**src/hw/rtl/glcp_ram.sv**
```systemverilog
// ----------------------------------------------------------------------------
// glcp_ram: generic single-port-write, single-port-read synchronous RAM
// One write and one read per cycle, read data registered on read enable.
// A read of the address being written returns the old contents.
// ----------------------------------------------------------------------------
module glcp_ram #(
  parameter int unsigned WIDTH = 8,
  parameter int unsigned DEPTH = 256
) (
  input  logic                     clk_i,
  input  logic                     we_i,
  input  logic [$clog2(DEPTH)-1:0] waddr_i,
  input  logic [WIDTH-1:0]         wdata_i,
  input  logic                     re_i,
  input  logic [$clog2(DEPTH)-1:0] raddr_i,
  output logic [WIDTH-1:0]         rdata_o
);

  // two-state storage: never-written entries read as a defined value
  bit   [WIDTH-1:0] mem_q [DEPTH];
  logic [WIDTH-1:0] rdata_q;

  always_ff @(posedge clk_i) begin
    if (we_i) begin
      mem_q[waddr_i] <= wdata_i;
    end
    if (re_i) begin
      rdata_q <= mem_q[raddr_i];
    end
  end

  assign rdata_o = rdata_q;

endmodule

```
**config.mk**
```make
export PLATFORM = sky130hd
export DESIGN_NAME = glcp_ram
export DESIGN_NICKNAME = d
export VERILOG_FILES = /design/src/hw/rtl/glcp_ram.sv
export SDC_FILE = /design/constraint.sdc
export NUM_CORES = 2
export LEC_CHECK = 0
export CORE_ASPECT_RATIO = 0.9
export CORE_MARGIN = 5
export CORE_UTILIZATION = 50
export CTS_BUF_LIST = sky130_fd_sc_hd__clkbuf_4 sky130_fd_sc_hd__clkbuf_8
export CTS_CLUSTER_DIAMETER = 40
export CTS_CLUSTER_SIZE = 14
export DETAILED_ROUTE_END_ITERATION = 7
export DONT_BUFFER_PORTS = 1
export GPL_TIMING_DRIVEN = 1
export PLACE_DENSITY = 0.76
export SKIP_LAST_GASP = 1
export SLEW_MARGIN = 15
export SYNTH_ARGS = -nofsm -noshare
export SYNTH_HDL_FRONTEND = slang
export SYNTH_SLANG_ARGS = --single-unit
```
**constraint.sdc**
```tcl
create_clock -name clk_i -period 3.5 [get_ports clk_i]
set_clock_uncertainty 0.15 [all_clocks]
set_input_delay 0.35 -clock clk_i [delete_from_list [all_inputs] [get_ports clk_i]]
set_output_delay 0.35 -clock clk_i [all_outputs]
set_load 0.1 [all_outputs]
```
==> results.txt <==
----------------------------------------------------
[Power]
  Proportion of total power due to net switching ... 0.215
  Internal power summed over all cells ... approximately 34000 uW
  Part of the total power dissipated in the clock network ... 0.321
  Post-layout power ... between 40000 and 50000 uW
  Static Leak ... 0.0267 uW
  Net load switching power ... 9360 uW
  Sequential share of power ... 0.628
  Power share of the combinational group ... 0.051
  Pwr dens ... 498 mW/mm^2
  IR Drop Worst-Case VDD ... 0.000490 V

[Placed design]
  Number of placed instances with taps included ... 5851
  Detailed placement HPWL ... approximately 100000 um
  Gpl congestion ... around 0.82
  Number of buffers added on ports ... 0
  Dpl cell area ... 0.0827 mm^2

[Floorplan]
  Area of the die ... between 0.15 and 0.2 mm^2
  Standard-cell rows ... around 140
  Die Y ... about 400 um
  Initial core utilization ... 0.501
  Area of the core region ... between 0.15 and 0.2 mm^2
  Number of primary I/O pins ... 35
  Die boundary width ... 431 um

[Setup path]
  List of cells traversed by the critical path ... or2b_1, buf_4, o221ai_1, a21oi_1, nor3_1, nor4_2, nor4_1, dlygate4sd3_1
  Startpoint Class ... input port
  Buffers and inverters on the worst path ... 2
  Kind of capture point of the worst setup path ... flip-flop
  Slowest cell on the critical path ... sky130_fd_sc_hd__or2b_1
  Required time of the critical path ... between 4 and 5 ns
  Worst Reg2Reg Path Length in Cells ... 7
  CP Capture Point ... rdata_o[4]
  CP Max Fanout ... 446
  Reg2reg setup slack ... roughly 0.12 ns
  Worst reg2reg path endpoint ... rdata_o[3]
  Worst R2R Start ... mem_q[27][3]
  Launch point of the critical path ... raddr_i[1]
  Worst Path Class, Setup ... input port to flip-flop
  Slowest Stage Delay on Critical Path ... around 1.1 ns
  Crit path DAT ... roughly 5 ns
  Stages on the worst setup path ... 8
  Family with the most delay on the worst path ... simple AND/OR/NAND/NOR gates

[Worst hold path]
  Worst hold path depth ... 0
  Class of the most critical hold timing path ... input port to flip-flop

[Synthesis]
  Cell Area, Synth ... between 0.07 and 0.08 mm^2
  Fraction of the yosys area taken by sequential cells ... 0.775
  Top flip-flop cell by instance count after synthesis ... sky130_fd_sc_hd__edfxtp_1
  Yosys reg bits ... 2056
  Number of synthesis warnings ... 0
  Syn Area/Cell ... between 20 and 25 um^2
  Synth area leader ... sky130_fd_sc_hd__edfxtp_1
  Cell types occupying the most area after synthesis ... sky130_fd_sc_hd__edfxtp_1 78%, sky130_fd_sc_hd__mux4_2 13%, sky130_fd_sc_hd__mux2i_1 1.7%
  Proportion of netlist area held by the largest area contributor ... 0.775
  Synth Instances ... 3733
  Net Count, Synth ... approximately 3800
  Asr flop ratio synth ... 0
  Post-synth EDFFs ... 2056
  Number of distinct library cell variants in the gate-level netlist after synthesis ... between 50 and 60

[Detailed routing]
  Total detailed-routing wirelength ... about 190000 um
  Detailed-routed wire length on met3 ... approximately 24000 um
  Initial DRT Pass Iterations ... 8
  Wire length on met1 ... between 70000 and 80000 um
  DR WL/cell ... 30.7 um
  Avg Vias per Cell ... between 6 and 7
  Number of remaining DRC errors ... 0
  Via total after detailed routing ... 40070
  Met2 WL post-DR ... approximately 90000 um
  Remaining number of nets flagged by the antenna check after routing ... 0
  Initial DRC Count ... 6401
  Top metal layer carrying routed signals ... met5

[Global routing]
  Total global routing overflow ... 0
  Maximum number of pins on one net before global-route repair ... a little under 600
  Antenna violations before repair ... 9
  Via count of the first global-routing pass ... slightly below 40000
  Tot GR Track Use ... 0.221
  Wire length of the first global-routing pass ... 271000 um

[STA]
  Setup ws final ... -0.702 ns
  Period utilization ... 1.20
  Period minus WS final ... 4.20 ns
  Fmax ... 238 MHz
  Max transition margin ... -0.679
  Minimum hold slack ... -0.426 ns
  Number of endpoints failing setup at the final stage ... 8
  Slew of the pin with the lowest slew margin ... 2.52 ns
  Setup tns final ... -2.58 ns
  Hold Fails Final Rpt ... 239
  Unrepaired setup endpoints after global routing ... no
  Final Max Tran Viols ... between 200 and 300

[Clocking]
  TritonCTS buffer count ... 183
  H-tree lvl count ... 4
  Buffer type at the clock tree root ... sky130_fd_sc_hd__clkbuf_8
  Number of buffers between clock root and the deepest sink ... 3
  Insertion delay of the later-clocked pin in the worst-skew pair ... 0.96 ns
  Setup bufs post-CTS ... 0
  Clock input transition at the sequential cells of the worst setup and hold paths ... 0.09 ns
  Hold buffer count at cts ... 39
  Total clock sinks ... just over 2000
  Clock tree from TritonCTS ... built

[Status]
  Outcome ... finished, violations left
  Violated checks ... hold timing, slew limit, setup timing

[Cells and area]
  Area used by sequential logic in the layout ... around 0.062 mm^2
  # nets final ... between 4000 and 5000
  Most frequent standard cell in the layout excluding fill and tap cells ... sky130_fd_sc_hd__edfxtp_1
  Fillcell total ... 11630
  Post-route insts no fill ... roughly 6200
  Final design area excluding fillers ... around 0.087 mm^2
  Commonest cells after routing, fill and taps aside ... 2056 x sky130_fd_sc_hd__edfxtp_1, 454 x sky130_fd_sc_hd__mux4_2, 279 x sky130_fd_sc_hd__nor2_1, 230 x sky130_fd_sc_hd__buf_4, 190 x sky130_fd_sc_hd__clkbuf_8
  Total area of multi-input combinational cells ... between 0.015 and 0.02 mm^2
  Post-synthesis to final-layout area growth ... 9.43%
  Ratio of cells with drive above 1 in the final layout ... 0.244

[Job]
  Number of violations of the max-capacitance limit ... 0

----------------------------------------------------
-- per-stage QoR --
step	setup WS, ns	hold WS [ns]	utilization
CTS	0.0843	-0.559	0.545
finish	-0.702	-0.426	0.548
global route	0.0791	-0.508	0.548
detailed placement	-0.379	0.321	0.520
global placement	-0.386	0.321	0.520
floorplan	0.924	0.299	-
-- cell type report --
cell class	count	area share
Sequential cell	2056	0.708
Clock buffer	206	0.0314
Inverter	2	0.0000861
Multi-Input combinational cell	1442	0.189
Clock inverter	71	0.00807
Tap cell	2115	0.0304
Antenna cell	10	0.000287
Timing Repair Buffer	292	0.0322
-- worst min path at each step --
stage | start | to
floorplan | wdata_i[0] | mem_q[0][0]
global placement | re_i | rdata_o[6]
detailed placement | re_i | rdata_o[6]
CTS | wdata_i[5] | mem_q[128][5]
global route | wdata_i[5] | mem_q[128][5]
finish | wdata_i[5] | mem_q[128][5]
-- logic make-up (layout without fill, tap and decap cells) --
group / count (synthesis) / in the layout / synth area share
AO/OA/AOI/OAI: 385 / 385 / 0.0342
AND/OR/NAND/NOR: 466 / 466 / 0.0263
other: 0 / 10 / 0
flip-flops: 2056 / 2056 / 0.775
buffers and inverters: 235 / 571 / 0.0183
multiplexers: 591 / 591 / 0.146
-- registers in the layout (all words and copies together) (netlist names) --
| signal | flops |
|---|---|
| rdata_o | 8 |
| mem_q | 2048 |
-- synthesized netlist by cell type, types with 13 or more instances --
library cell and n:
sky130_fd_sc_hd__edfxtp_1 2056, sky130_fd_sc_hd__mux4_2 454, sky130_fd_sc_hd__nor2_1 282, sky130_fd_sc_hd__mux2i_1 134, sky130_fd_sc_hd__a22oi_1 133, sky130_fd_sc_hd__clkbuf_1 111, sky130_fd_sc_hd__a21oi_1 96, sky130_fd_sc_hd__o221ai_1 46
sky130_fd_sc_hd__nand3_1 34, sky130_fd_sc_hd__nand2_1 33, sky130_fd_sc_hd__buf_2 31, sky130_fd_sc_hd__nor2b_1 31, sky130_fd_sc_hd__o22ai_1 28, sky130_fd_sc_hd__buf_4 27, sky130_fd_sc_hd__nor4_1 24, sky130_fd_sc_hd__buf_1 22
sky130_fd_sc_hd__nor3_1 22, sky130_fd_sc_hd__buf_6 21, sky130_fd_sc_hd__a211oi_1 16, sky130_fd_sc_hd__a221oi_1 13, sky130_fd_sc_hd__buf_8 13
-- routing by layer --
layer	up-vias	global-route usage
li1	16082	-
met1	20984	0.322
met2	2653	0.326
met3	349	0.0564
met4	2	0.0795
met5	-	0
-- power groups by stage --
stage / Combinational [uW] / Clock, uW / Sequential, uW
floorplan: 1320 / 0 / 27800
CTS: 1890 / 14000 / 27200
global route: 2310 / 15200 / 27300
finish: 2230 / 13900 / 27200
global placement: 1450 / 0 / 27800
detailed placement: 1470 / 0 / 27800
-- worst register-to-register path, stage by stage, from the launching register on --
cell	delay, ns
sky130_fd_sc_hd__edfxtp_1	0.38
sky130_fd_sc_hd__mux4_2	0.50
sky130_fd_sc_hd__a22o_1	0.30
sky130_fd_sc_hd__a221oi_1	0.26
sky130_fd_sc_hd__o221ai_1	0.19
sky130_fd_sc_hd__dlygate4sd3_1	0.63
sky130_fd_sc_hd__a211oi_1	0.61
sky130_fd_sc_hd__nor4_1	0.09
-- repair_timing --
action	in CTS	in global routing
gates resized for setup	0	2
endpoints found under the setup margin	0	8
endpoints found under the hold margin	2822	256
(Power assumes the default switching activity.)
