===== config.mk =====
export PLATFORM = sky130hd
export DESIGN_NAME = glcp_packer_flat
export DESIGN_NICKNAME = d
export VERILOG_FILES = /design/src/hw/rtl/glcp_pkg.sv /design/src/hw/rtl/glcp_if.sv /design/src/hw/rtl/glcp_packer.sv /design/src/flat_wrapper.sv
export SDC_FILE = /design/constraint.sdc
export NUM_CORES = 1
export LEC_CHECK = 0
export BUFFER_PORTS_ARGS = -buffer_cell sky130_fd_sc_hd__buf_2
export CORE_MARGIN = 1
export CORE_UTILIZATION = 35
export CTS_CLUSTER_SIZE = 40
export DETAILED_ROUTE_END_ITERATION = 10
export HOLD_SLACK_MARGIN = 0.15
export SLEW_MARGIN = 20
export SYNTH_ARGS = -nofsm -noshare
export SYNTH_HDL_FRONTEND = slang
export SYNTH_SLANG_ARGS = --single-unit

===== constraint.sdc =====
create_clock -name clk_i -period 3.8 [get_ports clk_i]
set_input_delay 0.76 -clock clk_i [delete_from_list [all_inputs] [get_ports clk_i]]
set_output_delay 0.76 -clock clk_i [all_outputs]
set_load 0.05 [all_outputs]

===== src/hw/rtl/glcp_pkg.sv =====
// ----------------------------------------------------------------------------
// glcp_pkg: shared constants and types of the LZW code packer
// Code and dictionary sizes, special codes and the code job passed from the
// dictionary control to the bit packer.
// ----------------------------------------------------------------------------
package glcp_pkg;

  localparam int unsigned DICT_CODES  = 4096;
  localparam int unsigned ALPHABET    = 256;
  localparam int unsigned ALPHA_W     = $clog2(ALPHABET);
  localparam int unsigned CODE_W      = $clog2(DICT_CODES);
  localparam int unsigned NFC_W       = CODE_W + 1;
  localparam int unsigned DICT_DEPTH  = DICT_CODES * ALPHABET;
  localparam int unsigned DICT_ADDR_W = $clog2(DICT_DEPTH);
  localparam int unsigned WID_W       = 4;
  localparam int unsigned START_WIDTH = 9;
  localparam int unsigned MAX_WIDTH   = 12;
  localparam int unsigned CLEAR_CODE  = ALPHABET;
  localparam int unsigned FIRST_FREE  = ALPHABET + 2;
  localparam int unsigned BYTE_W      = 8;
  localparam int unsigned ACC_W       = BYTE_W + MAX_WIDTH;
  localparam int unsigned USED_W      = $clog2(ACC_W + 1);
  localparam int unsigned JOB_SLOTS   = 3;
  localparam int unsigned SLOT_W      = 2;

  // up to three codes produced by one pixel, in stream order
  typedef struct packed {
    logic [SLOT_W-1:0]                cnt;
    logic [JOB_SLOTS-1:0][CODE_W-1:0] code;
    logic [JOB_SLOTS-1:0][WID_W-1:0]  wid;
    logic                             last;
  } glcp_job_t;

endpackage


===== src/hw/rtl/glcp_if.sv =====


interface glcp_out_if;
  logic                       valid;
  logic                       ready;
  logic [glcp_pkg::BYTE_W-1:0] data_byte;
  logic                       final_byte;

  modport source (output valid, output data_byte, output final_byte, input ready);
  modport sink   (input valid, input data_byte, input final_byte, output ready);
endinterface


===== src/hw/rtl/glcp_packer.sv =====
// ----------------------------------------------------------------------------
// glcp_packer: LSB-first bit packer for variable width codes
// Merges one code per cycle into a bit accumulator while it holds under a byte and no flush pends, and
// sends one byte per cycle while out is ready; after an image's last code the partial byte is flushed.
// ----------------------------------------------------------------------------
module glcp_packer (
  input  logic                clk_i,
  input  logic                rst_ni,
  input  logic                job_valid_i,
  input  glcp_pkg::glcp_job_t job_i,
  output logic                job_busy_o,
  glcp_out_if.source          out_o
);

  glcp_pkg::glcp_job_t                 job_q;
  logic                                job_busy_q;
  logic [glcp_pkg::SLOT_W-1:0]         slot_q;
  logic [glcp_pkg::ACC_W-1:0]          acc_q, acc_d, acc_s;
  logic [glcp_pkg::USED_W-1:0]         used_q, used_d, used_s;
  logic                                flush_q, flush_d, flush_s;
  logic                                out_valid_q;
  logic [glcp_pkg::BYTE_W-1:0]         out_byte_q;
  logic                                out_final_q;

  logic                                out_free, has_byte, emit, fin;
  logic                                merge, job_end;
  logic [glcp_pkg::CODE_W-1:0]         cur_code;
  logic [glcp_pkg::WID_W-1:0]          cur_wid;
  logic [glcp_pkg::ACC_W-1:0]          code_ext;

  always_comb begin
    out_free = !out_valid_q || out_o.ready;
    has_byte = (used_q >= glcp_pkg::USED_W'(glcp_pkg::BYTE_W)) ||
               (flush_q && (used_q != '0));
    emit     = out_free && has_byte;
    // last byte of the image: flushing and nothing left beyond this byte
    fin      = flush_q && (used_q <= glcp_pkg::USED_W'(glcp_pkg::BYTE_W));

    if (emit && fin) begin
      acc_s  = '0;
      used_s = '0;
    end else if (emit) begin
      acc_s  = acc_q >> glcp_pkg::BYTE_W;
      used_s = used_q - glcp_pkg::USED_W'(glcp_pkg::BYTE_W);
    end else begin
      acc_s  = acc_q;
      used_s = used_q;
    end
    flush_s = flush_q && !(emit && fin) && (used_q != '0);

    cur_code = job_q.code[slot_q];
    cur_wid  = job_q.wid[slot_q];
    code_ext = glcp_pkg::ACC_W'(cur_code) &
               ((glcp_pkg::ACC_W'(1) << cur_wid) - glcp_pkg::ACC_W'(1));

    merge   = job_busy_q && !flush_s && (used_s < glcp_pkg::USED_W'(glcp_pkg::BYTE_W));
    job_end = merge && (slot_q == (job_q.cnt - glcp_pkg::SLOT_W'(1)));

    acc_d   = merge ? (acc_s | (code_ext << used_s)) : acc_s;
    used_d  = merge ? (used_s + glcp_pkg::USED_W'(cur_wid)) : used_s;
    flush_d = flush_s || (job_end && job_q.last);
  end

  always_ff @(posedge clk_i or negedge rst_ni) begin
    if (!rst_ni) begin
      job_busy_q  <= 1'b0;
      slot_q      <= '0;
      acc_q       <= '0;
      used_q      <= '0;
      flush_q     <= 1'b0;
      out_valid_q <= 1'b0;
    end else begin
      acc_q   <= acc_d;
      used_q  <= used_d;
      flush_q <= flush_d;
      if (job_valid_i) begin
        job_busy_q <= 1'b1;
        slot_q     <= '0;
      end else if (merge) begin
        if (job_end) begin
          job_busy_q <= 1'b0;
        end else begin
          slot_q <= slot_q + glcp_pkg::SLOT_W'(1);
        end
      end
      if (emit) begin
        out_valid_q <= 1'b1;
      end else if (out_o.ready) begin
        out_valid_q <= 1'b0;
      end
    end
  end

  always_ff @(posedge clk_i) begin
    if (job_valid_i) begin
      job_q <= job_i;
    end
    if (emit) begin
      out_byte_q  <= acc_q[glcp_pkg::BYTE_W-1:0];
      out_final_q <= fin;
    end
  end

  assign job_busy_o       = job_busy_q;
  assign out_o.valid      = out_valid_q;
  assign out_o.data_byte  = out_byte_q;
  assign out_o.final_byte = out_final_q;

endmodule


===== src/flat_wrapper.sv =====
// flat-port wrapper written by rule: the top's interface ports become plain ports
module glcp_packer_flat 
  (clk_i, rst_ni, job_valid_i, job_i, job_busy_o, out_o_valid, out_o_data_byte, out_o_final_byte, out_o_ready);
  glcp_out_if out_o_i ();
  input  logic clk_i;
  input  logic rst_ni;
  input  logic job_valid_i;
  input  glcp_pkg::glcp_job_t job_i;
  output logic job_busy_o;
  output wire logic [$bits(out_o_i.valid)-1:0] out_o_valid;
  output wire logic [$bits(out_o_i.data_byte)-1:0] out_o_data_byte;
  output wire logic [$bits(out_o_i.final_byte)-1:0] out_o_final_byte;
  input wire logic [$bits(out_o_i.ready)-1:0] out_o_ready;
  assign out_o_valid = out_o_i.valid;
  assign out_o_data_byte = out_o_i.data_byte;
  assign out_o_final_byte = out_o_i.final_byte;
  assign out_o_i.ready = out_o_ready;
  glcp_packer u_core (.clk_i(clk_i), .rst_ni(rst_ni), .job_valid_i(job_valid_i), .job_i(job_i), .job_busy_o(job_busy_o), .out_o(out_o_i));
endmodule

==> reports/results.txt <==
Ports -> 66
Initial Utilization -> 0.365
die width -> 115 microns
Fmax -> 298 MHz
Hold Crit Class -> flip-flop to flip-flop
Vias -> 3,339
Reg clk slew, reported paths -> 70 ps
Die Area -> 0.0132 sq mm
leakage -> 0.00206 uW
final worst slack -> 440 ps
hold_sp -> u_core.acc_q[1]
worst-margin pin slew -> 899 ps
Num CTS Buffers -> 9
status -> completed
Final TNS setup -> 0 ps
Post-Synthesis Cells -> 381
peak supply drop -> 0.326 mV
worst setup path class -> flip-flop to flip-flop
hold endpoint -> u_core.out_o.data_byte[1]
ys flop type -> edfxtp_1
max-cap viol count -> 0
largest net degree at the start of global routing -> 55
Final Wtd Congestion -> 0.930
Antenna diodes -> 0
CTS root buf -> clkbuf_16
vias in the first global route -> 3,181
post-CTS setup repair buffer count -> 0
Antenna Nets Post-Route -> 0
Routed Wire Length -> 10.6 mm
Clock Path Buffers -> 2
CP startpoint kind -> flip-flop
Max-slew headroom -> 0.401
sequential element share of the synthesized area -> 0.573
clk sinks -> 90
synth cell count leaders -> 60 x edfxtp_1, 33 x nand2_1, 30 x dfrtp_1, 19 x mux2i_1, 17 x a21oi_1
initial antenna violation count -> 0
hold_buf cts -> 0
most instantiated library cell after synthesis -> edfxtp_1
FP Rows -> 40
Setup-failing EPs final -> 0
utilization after layout -> 0.430
pwr dens -> 816 mW/mm^2
Layout area overhead -> 17.8%
crit path time final -> 3360 ps
RSZ-0062 raised after global routing -> no
TritonCTS clock tree -> done
NumNets Final -> 505
drt wl/cell -> 17.2 microns
pre-CTS setup slack -> 477 ps
top-area cell type share of the netlist area -> 0.404
fillers -> 1,191
CP endpoint kind -> flip-flop
CP required -> 4090 ps
Core Area -> 0.0122 sq mm
layout cells sized above 1 -> 0.247
post-DP HPWL -> 7.81 mm
worst r2r src -> u_core.used_q[2]
number of synthesized register bits -> 90
hold path depth -> 0
cell area after synthesis -> 0.00446 sq mm
CP max FO -> 13
grt total ovfl -> 0
drt first pass iters -> 5
DRT iter0 DRCs -> 270
worst reg2reg path depth -> 10
DR vias/cell -> 5.40
synth warn -> 0
skew final -> 8.13 ps
Die H -> 115 microns
worst reg2reg setup slack -> 440 ps
Synth area leader -> edfxtp_1
syn_nets -> 441
# DRC -> 0
period utilisation layout -> 0.884
global-route wire length before repair -> 17.1 mm
Post-Syn Area per Cell -> 11.7 sq um
Area contributors post-synth -> edfxtp_1 40%, dfrtp_1 17%, mux2i_1 4.3%
Port Buffers -> 65
clk_lat worst skew -> 350 ps
max-slew violation count -> 0
Hold Vio Cnt, Final -> 0
CTS H-tree lvls -> 3
Tot GR Track Use -> 0.174
Arr. time, crit path -> 3650 ps
Yosys cell types -> 59
FFs w/ async S/R, synth -> 0.333
reg2reg end -> u_core.used_q[4]
Post-CTS Resized -> 0
EDFF count, synth -> 60
==> logic make-up (layout without fill, tap and decap cells) <==
logic type	count (synthesis)	count (layout)	synth area share
AOI/OAI and AO/OA	127	127	0.201
xor gates and xnor gates	5	5	0.00983
adders and majority gates	7	7	0.0202
buffers and inverters	40	109	0.0416
DFF	90	90	0.573
muxes	26	26	0.0609
and+or+nand+nor	86	86	0.0932
==> power breakdown <==
part / internal [uW] / switching, uW / leakage (uW)
combinational: 710 / 1310 / 0.000969
sequential: 1290 / 149 / 0.000968
clock: 446 / 380 / 0.000128
total: 2450 / 1840 / 0.00206
==> sequential cells by signal, summed over array words and instances, names as in the netlist <==
name	count
u_core.out_o.valid	1
u_core.job_busy_o	1
u_core.used_q	5
u_core.acc_q	20
u_core.out_o.data_byte	8
u_core.job_q	51
u_core.flush_q	1
u_core.slot_q	2
u_core.out_o.final_byte	1
==> metal layers <==
metal | track usage | routed length (microns) | share of wire | vias to the layer above
li1 | - | - | - | 1600
met1 | 0.233 | 4750 | 0.45 | 1563
met2 | 0.259 | 4910 | 0.46 | 149
met3 | 0.0401 | 595 | 0.056 | 27
met4 | 0.0996 | 377 | 0.035 | 0
met5 | 0 | 0 | 0 | -
==> metrics by stage <==
step	cell area [sq um]	power, uW	hold slack [ps]	cells
floorplan	4460	2920	425	381
global placement	4970	3460	436	602
detailed placement	4970	3460	446	602
CTS	5250	4310	462	618
global route	5250	4570	467	618
finish	5250	4280	457	618
==> worst max path at each step <==
| stage | startpoint | endpoint | slack [ps] | cells after the start |
|---|---|---|---|---|
| finish | u_core.used_q[2] | u_core.used_q[4] | 440 | 10 |
| global route | u_core.slot_q[0] | u_core.acc_q[4] | 180 | 10 |
| global placement | u_core.used_q[2] | u_core.used_q[4] | 520 | 10 |
| floorplan | u_core.used_q[0] | u_core.used_q[4] | 760 | 13 |
| CTS | u_core.used_q[2] | u_core.used_q[4] | 440 | 10 |
| detailed placement | u_core.used_q[2] | u_core.used_q[4] | 480 | 10 |
==> final cells by class <==
class / count / area [sq um] / share of cell area
Clock inverter: 7 / 53.8 / 0.0103
Sequential cell: 90 / 2550 / 0.486
Clock buffer: 9 / 225 / 0.0429
Timing Repair Buffer: 80 / 440 / 0.0839
Tap cell: 168 / 210 / 0.0400
Inverter: 13 / 48.8 / 0.00930
Multi-Input combinational cell: 251 / 1720 / 0.327
==> critical path, cell delays in order (launching register included) <==
cell and delay (ps):
dfrtp_1 450, or4_1 660, mux2i_2 270, o21ai_2 100, inv_2 230, ha_1 230
inv_1 60, fa_1 400, maj3_1 370, a211oi_1 350, a221o_1 170
==> placed cells by master (no fill, tap or decap), types with 16 or more instances in the layout <==
cell type	count
mux2i_1	19
a21oi_1	17
o21ai_1	16
dfrtp_1	30
nand2_1	33
nor2_1	16
buf_4	16
buf_2	64
edfxtp_1	60
(Power assumes the default switching activity.)
